--- src/design/aaline_pkg.sv ---
// aaline_pkg: shared constants and types for the antialiased line pixel generator
// depends on nothing; used by antialiased_line_pixel_generator

package aaline_pkg;

    localparam int COORD_W       = 16;   // input coordinate width, signed Q12.4
    localparam int COORD_FRAC    = 4;
    localparam int SLOPE_FRAC    = 16;
    localparam int COVER_BITS    = 8;
    localparam int PIX_W         = 13;   // pixel coordinate width
    localparam int FIX_W         = 32;   // minor values with SLOPE_FRAC fraction bits
    localparam int DIFF_W        = COORD_W + 1;
    localparam int QUO_W         = SLOPE_FRAC + 1;
    localparam int GRAD_W        = QUO_W + 1;
    localparam int REM_W         = DIFF_W + 1;
    localparam int DIV_STEPS     = SLOPE_FRAC + 1;
    localparam int CNT_W         = $clog2(DIV_STEPS);
    localparam int WGT_W         = COVER_BITS + 1;

    localparam logic kind_start   = 1'b0;
    localparam logic kind_advance = 1'b1;

    typedef enum logic [9:0] {
        S_IDLE  = 10'b00_0000_0001,
        S_DIV   = 10'b00_0000_0010,
        S_GRAD  = 10'b00_0000_0100,
        S_ENDS  = 10'b00_0000_1000,
        S_W0    = 10'b00_0001_0000,
        S_W1    = 10'b00_0010_0000,
        S_A0    = 10'b00_0100_0000,
        S_A1    = 10'b00_1000_0000,
        S_SEND0 = 10'b01_0000_0000,
        S_SEND1 = 10'b10_0000_0000
    } aaline_state_t;

endpackage

--- src/design/antialiased_line_pixel_generator.sv ---
// antialiased_line_pixel_generator: wu-style antialiased line rasterizer
// depends on aaline_pkg (constants, state type)
//
//  channel | dir | tdata fields (lsb up)                         | tuser | tlast
//  s_      | in  | x_start y_start x_end y_end red green blue alpha| kind  | -
//  m_      | out | pixel_x pixel_y pixel_red/green/blue/alpha, pad| -     | last_pixel
//
// a start word is accepted while idle, then restoring division forms the
// gradient (one quotient bit per cycle through one subtractor), S_GRAD sets the
// gradient sign and S_ENDS does the endpoint setup, the shared 9x9 multiplier
// gives the two weights and alphas (S_W0, S_W1, S_A0, S_A1), then 2 output words.
// an advance word goes through S_W0 to S_A1 and the two output words; output may stall.
// s_tready is high only while idle; a stalled output word holds until taken.
// aresetn is synchronous and clears the control state and line flags.

module antialiased_line_pixel_generator (
    input  logic        aclk,
    input  logic        aresetn,
    input  logic        s_tvalid,
    output logic        s_tready,
    input  logic [95:0] s_tdata,   // x_start, y_start, x_end, y_end, red, green, blue, alpha
    input  logic        s_tuser,   // kind
    output logic        m_tvalid,
    input  logic        m_tready,
    output logic [63:0] m_tdata,   // pixel_x, pixel_y, pixel_red, pixel_green, pixel_blue,
                                   // pixel_alpha, zero pad
    output logic        m_tlast    // last_pixel
);

    localparam int CW  = aaline_pkg::COORD_W;
    localparam int DW  = aaline_pkg::DIFF_W;
    localparam int PW  = aaline_pkg::PIX_W;
    localparam int FW  = aaline_pkg::FIX_W;
    localparam int GW  = aaline_pkg::GRAD_W;
    localparam int QW  = aaline_pkg::QUO_W;
    localparam int RW  = aaline_pkg::REM_W;
    localparam int WW  = aaline_pkg::WGT_W;
    localparam int NW  = aaline_pkg::CNT_W;

    aaline_pkg::aaline_state_t state_reg, state_next;

    // line state
    logic                 active_reg, active_next;
    logic                 steep_reg, steep_next;
    logic                 far_pend_reg, far_pend_next;
    logic signed [PW-1:0] cursor_reg, cursor_next;
    logic signed [PW-1:0] stop_reg, stop_next;
    logic signed [FW-1:0] icpt_reg, icpt_next;
    logic signed [GW-1:0] slope_reg, slope_next;
    logic signed [FW-1:0] far_minor_reg, far_minor_next;
    logic [7:0]           far_gap_reg, far_gap_next;
    logic [31:0]          colour_reg, colour_next;

    // start setup and divider
    logic signed [CW-1:0] mi1_reg, mi1_next, mi2_reg, mi2_next;
    logic signed [DW-1:0] t1_reg, t1_next, t2_reg, t2_next;   // endpoint major + half
    logic [DW-1:0]        dma_reg, dma_next;
    logic                 neg_reg, neg_next;
    logic [RW-1:0]        rem_reg, rem_next;
    logic [QW-1:0]        quo_reg, quo_next;
    logic [NW-1:0]        cnt_reg, cnt_next;

    // pair in flight
    logic signed [PW-1:0] pm_major_reg, pm_major_next;
    logic signed [FW-1:0] pm_minor_reg, pm_minor_next;
    logic [WW-1:0]        pm_gap_reg, pm_gap_next;
    logic                 pm_last_reg, pm_last_next;
    logic [WW-1:0]        w0_reg, w0_next, w1_reg, w1_next;
    logic [7:0]           a0_reg, a0_next, a1_reg, a1_next;

    // input fields
    logic signed [CW-1:0] x1, y1, x2, y2;
    logic signed [DW-1:0] dx, dy, ma1, mi1e, ma2, mi2e, dmi;
    logic [DW-1:0]        adx, ady;
    logic                 steep_in, swap;
    logic signed [CW-1:0] sa1, sb1, sa2, sb2;

    // divider step
    logic [RW-1:0]        div_r;
    logic                 div_ge;

    // endpoint setup
    logic signed [4:0]    o1, o2;
    logic signed [GW+4:0] p1, p2;
    logic signed [FW-1:0] mq1, mq2;

    // shared multiplier
    logic [WW-1:0]        mul_a, mul_b;
    logic [2*WW-1:0]      mul_p;
    logic [7:0]           frac;
    logic [WW-1:0]        rfrac;

    // output word
    logic signed [PW-1:0] base, px_minor, px_x, px_y;
    logic signed [PW:0]   cur_ext;

    assign x1 = s_tdata[15:0];
    assign y1 = s_tdata[31:16];
    assign x2 = s_tdata[47:32];
    assign y2 = s_tdata[63:48];

    always_comb begin
        dx       = DW'(x2) - DW'(x1);
        dy       = DW'(y2) - DW'(y1);
        adx      = dx[DW-1] ? DW'(-dx) : dx;
        ady      = dy[DW-1] ? DW'(-dy) : dy;
        steep_in = !(adx > ady);
        sa1      = steep_in ? y1 : x1;
        sb1      = steep_in ? x1 : y1;
        sa2      = steep_in ? y2 : x2;
        sb2      = steep_in ? x2 : y2;
        swap     = sa2 < sa1;
        ma1      = DW'(swap ? sa2 : sa1);
        ma2      = DW'(swap ? sa1 : sa2);
        mi1e     = DW'(swap ? sb2 : sb1);
        mi2e     = DW'(swap ? sb1 : sb2);
        dmi      = mi2e - mi1e;
    end

    // one restoring step: shift (except first step), compare, subtract
    always_comb begin
        div_r  = (cnt_reg == '0) ? rem_reg : {rem_reg[RW-2:0], 1'b0};
        div_ge = div_r >= RW'(dma_reg);
    end

    // endpoint minor values: offset to pixel center is 8 minus the low nibble
    always_comb begin
        o1  = 5'sd8 - $signed({1'b0, t1_reg[3:0]});
        o2  = 5'sd8 - $signed({1'b0, t2_reg[3:0]});
        p1  = slope_reg * o1;
        p2  = slope_reg * o2;
        mq1 = {{4{mi1_reg[CW-1]}}, mi1_reg, 12'b0} + {{13{p1[GW+4]}}, p1[GW+4:4]};
        mq2 = {{4{mi2_reg[CW-1]}}, mi2_reg, 12'b0} + {{13{p2[GW+4]}}, p2[GW+4:4]};
    end

    // coverage of the pair's first pixel
    assign frac  = pm_minor_reg[15:8];
    assign rfrac = WW'(9'd256) - {1'b0, frac};

    always_comb begin
        unique case (state_reg)
            aaline_pkg::S_W0: begin
                mul_a = rfrac;
                mul_b = pm_gap_reg;
            end
            aaline_pkg::S_W1: begin
                mul_a = {1'b0, frac};
                mul_b = pm_gap_reg;
            end
            aaline_pkg::S_A0: begin
                mul_a = {1'b0, colour_reg[31:24]};
                mul_b = w0_reg;
            end
            aaline_pkg::S_A1: begin
                mul_a = {1'b0, colour_reg[31:24]};
                mul_b = w1_reg;
            end
            default: begin
                mul_a = '0;
                mul_b = '0;
            end
        endcase
        mul_p = mul_a * mul_b;
    end

    assign cur_ext = {cursor_reg[PW-1], cursor_reg};

    always_comb begin
        state_next     = state_reg;
        active_next    = active_reg;
        steep_next     = steep_reg;
        far_pend_next  = far_pend_reg;
        cursor_next    = cursor_reg;
        stop_next      = stop_reg;
        icpt_next      = icpt_reg;
        slope_next     = slope_reg;
        far_minor_next = far_minor_reg;
        far_gap_next   = far_gap_reg;
        colour_next    = colour_reg;
        mi1_next       = mi1_reg;
        mi2_next       = mi2_reg;
        t1_next        = t1_reg;
        t2_next        = t2_reg;
        dma_next       = dma_reg;
        neg_next       = neg_reg;
        rem_next       = rem_reg;
        quo_next       = quo_reg;
        cnt_next       = cnt_reg;
        pm_major_next  = pm_major_reg;
        pm_minor_next  = pm_minor_reg;
        pm_gap_next    = pm_gap_reg;
        pm_last_next   = pm_last_reg;
        w0_next        = w0_reg;
        w1_next        = w1_reg;
        a0_next        = a0_reg;
        a1_next        = a1_reg;

        unique case (state_reg)
            aaline_pkg::S_IDLE: begin
                if (s_tvalid) begin
                    if (s_tuser == aaline_pkg::kind_start) begin
                        steep_next  = steep_in;
                        colour_next = s_tdata[95:64];
                        mi1_next    = CW'(mi1e);
                        mi2_next    = CW'(mi2e);
                        t1_next     = ma1 + DW'(8);
                        t2_next     = ma2 + DW'(8);
                        dma_next    = ma2 - ma1;
                        neg_next    = dmi[DW-1];
                        rem_next    = RW'(dmi[DW-1] ? DW'(-dmi) : dmi);
                        quo_next    = '0;
                        cnt_next    = '0;
                        state_next  = aaline_pkg::S_DIV;
                    end else if (active_reg) begin
                        if (far_pend_reg) begin
                            far_pend_next = 1'b0;
                            pm_major_next = stop_reg;
                            pm_minor_next = far_minor_reg;
                            pm_gap_next   = {1'b0, far_gap_reg};
                            pm_last_next  = !(cursor_reg < stop_reg);
                            if (!(cursor_reg < stop_reg)) begin
                                active_next = 1'b0;
                            end
                        end else begin
                            pm_major_next = cursor_reg;
                            pm_minor_next = icpt_reg;
                            pm_gap_next   = WW'(9'd256);
                            icpt_next     = icpt_reg + FW'(slope_reg);
                            cursor_next   = cursor_reg + PW'(1);
                            pm_last_next  = (cur_ext + 14'sd1) >=
                                            $signed({stop_reg[PW-1], stop_reg});
                            if ((cur_ext + 14'sd1) >= $signed({stop_reg[PW-1], stop_reg})) begin
                                active_next = 1'b0;
                            end
                        end
                        state_next = aaline_pkg::S_W0;
                    end
                end
            end
            aaline_pkg::S_DIV: begin
                rem_next = div_ge ? RW'(div_r - RW'(dma_reg)) : div_r;
                quo_next = {quo_reg[QW-2:0], div_ge};
                cnt_next = cnt_reg + NW'(1);
                if (cnt_reg == NW'(aaline_pkg::DIV_STEPS - 1)) begin
                    state_next = aaline_pkg::S_GRAD;
                end
            end
            aaline_pkg::S_GRAD: begin
                if (dma_reg == '0) begin
                    slope_next = '0;
                end else if (neg_reg) begin
                    slope_next = -$signed({1'b0, quo_reg});
                end else begin
                    slope_next = $signed({1'b0, quo_reg});
                end
                state_next = aaline_pkg::S_ENDS;
            end
            aaline_pkg::S_ENDS: begin
                pm_major_next  = t1_reg[DW-1:4];
                pm_minor_next  = mq1;
                pm_gap_next    = WW'(9'd256) - {1'b0, t1_reg[3:0], 4'b0};
                pm_last_next   = 1'b0;
                icpt_next      = mq1 + FW'(slope_reg);
                far_minor_next = mq2;
                far_gap_next   = {t2_reg[3:0], 4'b0};
                cursor_next    = t1_reg[DW-1:4] + PW'(1);
                stop_next      = t2_reg[DW-1:4];
                far_pend_next  = 1'b1;
                active_next    = 1'b1;
                state_next     = aaline_pkg::S_W0;
            end
            aaline_pkg::S_W0: begin
                w0_next    = mul_p[WW+7:8];
                state_next = aaline_pkg::S_W1;
            end
            aaline_pkg::S_W1: begin
                w1_next    = mul_p[WW+7:8];
                state_next = aaline_pkg::S_A0;
            end
            aaline_pkg::S_A0: begin
                a0_next    = mul_p[15:8];
                state_next = aaline_pkg::S_A1;
            end
            aaline_pkg::S_A1: begin
                a1_next    = mul_p[15:8];
                state_next = aaline_pkg::S_SEND0;
            end
            aaline_pkg::S_SEND0: begin
                if (m_tready) begin
                    state_next = aaline_pkg::S_SEND1;
                end
            end
            aaline_pkg::S_SEND1: begin
                if (m_tready) begin
                    state_next = aaline_pkg::S_IDLE;
                end
            end
            default: begin
                state_next = aaline_pkg::S_IDLE;
            end
        endcase
    end

    always_ff @(posedge aclk) begin
        if (!aresetn) begin
            state_reg    <= aaline_pkg::S_IDLE;
            active_reg   <= 1'b0;
            far_pend_reg <= 1'b0;
            steep_reg    <= 1'b0;
        end else begin
            state_reg    <= state_next;
            active_reg   <= active_next;
            far_pend_reg <= far_pend_next;
            steep_reg    <= steep_next;
        end
    end

    always_ff @(posedge aclk) begin
        cursor_reg    <= cursor_next;
        stop_reg      <= stop_next;
        icpt_reg      <= icpt_next;
        slope_reg     <= slope_next;
        far_minor_reg <= far_minor_next;
        far_gap_reg   <= far_gap_next;
        colour_reg    <= colour_next;
        mi1_reg       <= mi1_next;
        mi2_reg       <= mi2_next;
        t1_reg        <= t1_next;
        t2_reg        <= t2_next;
        dma_reg       <= dma_next;
        neg_reg       <= neg_next;
        rem_reg       <= rem_next;
        quo_reg       <= quo_next;
        cnt_reg       <= cnt_next;
        pm_major_reg  <= pm_major_next;
        pm_minor_reg  <= pm_minor_next;
        pm_gap_reg    <= pm_gap_next;
        pm_last_reg   <= pm_last_next;
        w0_reg        <= w0_next;
        w1_reg        <= w1_next;
        a0_reg        <= a0_next;
        a1_reg        <= a1_next;
    end

    // second pixel of the pair sits one step further along the minor axis
    always_comb begin
        base     = pm_minor_reg[28:16];
        px_minor = (state_reg == aaline_pkg::S_SEND1) ? base + PW'(1) : base;
        px_x     = steep_reg ? px_minor : pm_major_reg;
        px_y     = steep_reg ? pm_major_reg : px_minor;
    end

    assign s_tready = (state_reg == aaline_pkg::S_IDLE);
    assign m_tvalid = (state_reg == aaline_pkg::S_SEND0) || (state_reg == aaline_pkg::S_SEND1);
    assign m_tdata  = {6'b0,
                       (state_reg == aaline_pkg::S_SEND1) ? a1_reg : a0_reg,
                       colour_reg[23:0], px_y, px_x};
    assign m_tlast  = (state_reg == aaline_pkg::S_SEND1) && pm_last_reg;

endmodule

--- config.mk ---
export PLATFORM = sky130hd
export DESIGN_NAME = antialiased_line_pixel_generator
export DESIGN_NICKNAME = d
export VERILOG_FILES = /design/src/design/aaline_pkg.sv /design/src/design/antialiased_line_pixel_generator.sv
export SDC_FILE = /design/constraint.sdc
export NUM_CORES = 2
export LEC_CHECK = 0
export ABC_AREA = 1
export CORE_ASPECT_RATIO = 1.1
export CORE_MARGIN = 3
export CORE_UTILIZATION = 45
export DETAILED_ROUTE_END_ITERATION = 8
export DONT_BUFFER_PORTS = 1
export PLACE_DENSITY = 0.71
export REMOVE_ABC_BUFFERS = 1
export SYNTH_ARGS = -nofsm -noshare
export SYNTH_HDL_FRONTEND = slang
export SYNTH_SLANG_ARGS = --single-unit
--- constraint.sdc ---
create_clock -name aclk -period 17.4 [get_ports aclk]
set_input_delay 3.48 -clock aclk [delete_from_list [all_inputs] [get_ports aclk]]
set_output_delay 3.48 -clock aclk [all_outputs]
set_load 0.1 [all_outputs]
==> out/qor.csv <==
stage;metric;value;unit
outcome;status;finished clean;
floorplanning;rows;104;
floorplanning;pin_count;168;
final_layout;final_core_utilization;48.9;%
setup_path;crit_path_max_incr_delay;550;ps
sta;setup_tns;0;ps
sta;hold_viol_final;0;
setup_path;critPathKind;in2reg;
synthesis;ys_warn_count;0;
sta;fin_crit_sh;76.4;%
clock_tree;cts_resized;0;
floorplanning;start_util;45.8;%
placement;port_buffers;0;
clock_tree;clkTransAtPathRegs;60;ps
clock_tree;cts_setup_buffers;0;
clock_tree;clkLatencyLatePin;580;ps
sta;relSlewSlack;24.1;%
clock_tree;cts_tree;yes;
synthesis;ys_top_cells_by_area;edfxtp_1 29%, ha_1 12%, nand2_1 11%;
sta;skew;17.9;ps
setup_path;arrival;13620;ps
setup_path;start_kind;primary input;
global_routing;grt_pass1_wl;135000;µm
placement;dp_slack;3500;ps
sta;tightest_slew;1140;ps
synthesis;synth_top_area_share;29.1;%
sta;period_minus_slack;13300;ps
global_routing;grt_overflow;0;
drt;wl;83800;µm
synthesis;syn_inst;4253;
placement;place_congestion;0.931;
final_layout;nets;4783;
final_layout;finalNonFillerCells;5173;
clock_tree;numCtsBuffers;41;
drt;detail_route.iter0.violations;1879;
setup_path;worst_path_most_repeated_cell;nand2_1;
setup_path;worstPathMaxFanout;69;
drt;drc_errors;0;
sta;finalSetupViolations;0;
setup_path;path_buf_inv;7;
placement;place_inst;5098;
final_layout;synthToLayoutAreaGrowth;6.58;%
drt;viasPerCell;5.28;
floorplanning;die-area;78500;µm²
drt;firstDrtPassIters;5;
final_layout;final_common_cell;nand2_1;
floorplanning;die_h;294;µm
clock_tree;cts_max_level;2;
synthesis;ys_seq_elements;341;
synthesis;synth_edf_count;328;
setup_path;cp-end-kind;flop;
clock_tree;cts_sinks;341;
floorplanning;fp.coreArea;73800;µm²
synthesis;yosys.area.top_type;edfxtp_1;
floorplanning;dieWidth;267;µm
global_routing;grt_max_degree;99;
global_routing;track_usage;21.3;%
global_routing;grt_pass1_vias;26386;
synthesis;async_flop_share;0;%
drt;num_vias;27316;
final_layout;diodes;0;
run;drv_cap;0;
global_routing;antenna_found_initial;1;
sta;setup_slack;4100;ps
sta;slew_violations;0;
synthesis;ys_types;69;
synthesis;synthFlopType;edfxtp_1;
setup_path;cp_data_required_time;17720;ps
placement;hpwl;67400;µm
setup_path;critPathTopFamily;simple AND/OR/NAND/NOR gates;
setup_path;crit_slowest_cell;buf_4;
clock_tree;root_buffer;clkbuf_16;
clock_tree;cts_max_path_buffers;3;
clock_tree;cts_hold_buf;0;
final_layout;largest_reg_flops;32;
synthesis;synth_area;33800;µm²
sta;rsz0062_at_grt;no;
drt;drtAntennaViolNets;0;
sta;clock.fmax;75.2;MHz
synthesis;syn_area_per_cell;7.95;µm²
drt;routedWlPerCell;16.2;µm
worst_hold_path;hold_path_class;reg2reg;
final_layout;fill_cells;7034;
final_layout;drive_above_1_share;4.81;%
final_layout;layout_common_cells;1,011 x nand2_1, 701 x inv_1, 328 x edfxtp_1;
synthesis;synth-seq-area-share;29.9;%
[metrics by stage]
stage               hold WS [ps]  cell area (µm²)
finish                       414            36000
global route                 423            36000
CTS                          414            36000
detailed placement           405            34600
global placement             402            34600
floorplan                    400            33200
[layout make-up]
cell class	instances	area [µm²]	share of cell area [%]
Clock inverter	25	272	0.753
Timing Repair Buffer	17	148	0.410
Clock buffer	50	1130	3.14
Inverter	721	2710	7.52
Tap cell	954	1190	3.31
Sequential cell	341	10100	28.0
Multi-Input combinational cell	3065	20500	56.8
[metal layers]
layer  wire length [µm]  GRT usage (%)  part of all wire (%)  vias to the layer above
met5                 13              0                 0.016                        -
met4               2770           7.12                   3.3                        2
met3               4800           3.12                   5.7                      143
met1              35600           27.8                    43                    12796
li1                   -              -                     -                    13717
met2              40600           36.4                    48                      658
[Yosys cell counts, types with 14 or more instances]
cell type  instances
nand3_1          171
nor3_1            53
a21o_1            14
or2_2             16
o21ai_1           16
nand2_1         1012
a31oi_1           35
nand4_1           35
ha_1             326
fa_1             169
nand2_2           16
inv_1            702
o211ai_1          27
a21oi_1          247
clkbuf_1          82
buf_4             32
edfxtp_1         328
o21ai_0          278
xor2_1           171
xnor2_1           65
nor2_1           261
[logic make-up (layout without fill, tap and decap cells)]
| family | Yosys count | count (layout) | share of synthesized area (%) |
|---|---|---|---|
| AOI/OAI and AO/OA | 699 | 699 | 11.5 |
| other | 2 | 10 | 0.0222 |
| xor gates and xnor gates | 236 | 236 | 6.11 |
| DFF | 341 | 341 | 29.9 |
| and+or+nand+nor | 1622 | 1622 | 20.2 |
| muxes | 3 | 3 | 0.0888 |
| buffers and inverters | 855 | 813 | 10.1 |
| adders and majority gates | 495 | 495 | 22.1 |
[path summary, 6_finish.rpt]
| path | slack, ps | end | startpoint | cells after the start |
|---|---|---|---|---|
| max | 4100 | rem_reg[9] | s_tdata[32] | 62 |
| min | 410 | stop_reg[6] | t2_reg[10] | 0 |
| max reg2reg | 7630 | icpt_reg[28] | t1_reg[0] | 51 |
| min reg2reg | 410 | stop_reg[6] | t2_reg[10] | 0 |
Power is left out: the tool's default activity adds up to more than one toggle a clock period on the data nets, which glitch-free logic cannot reach.
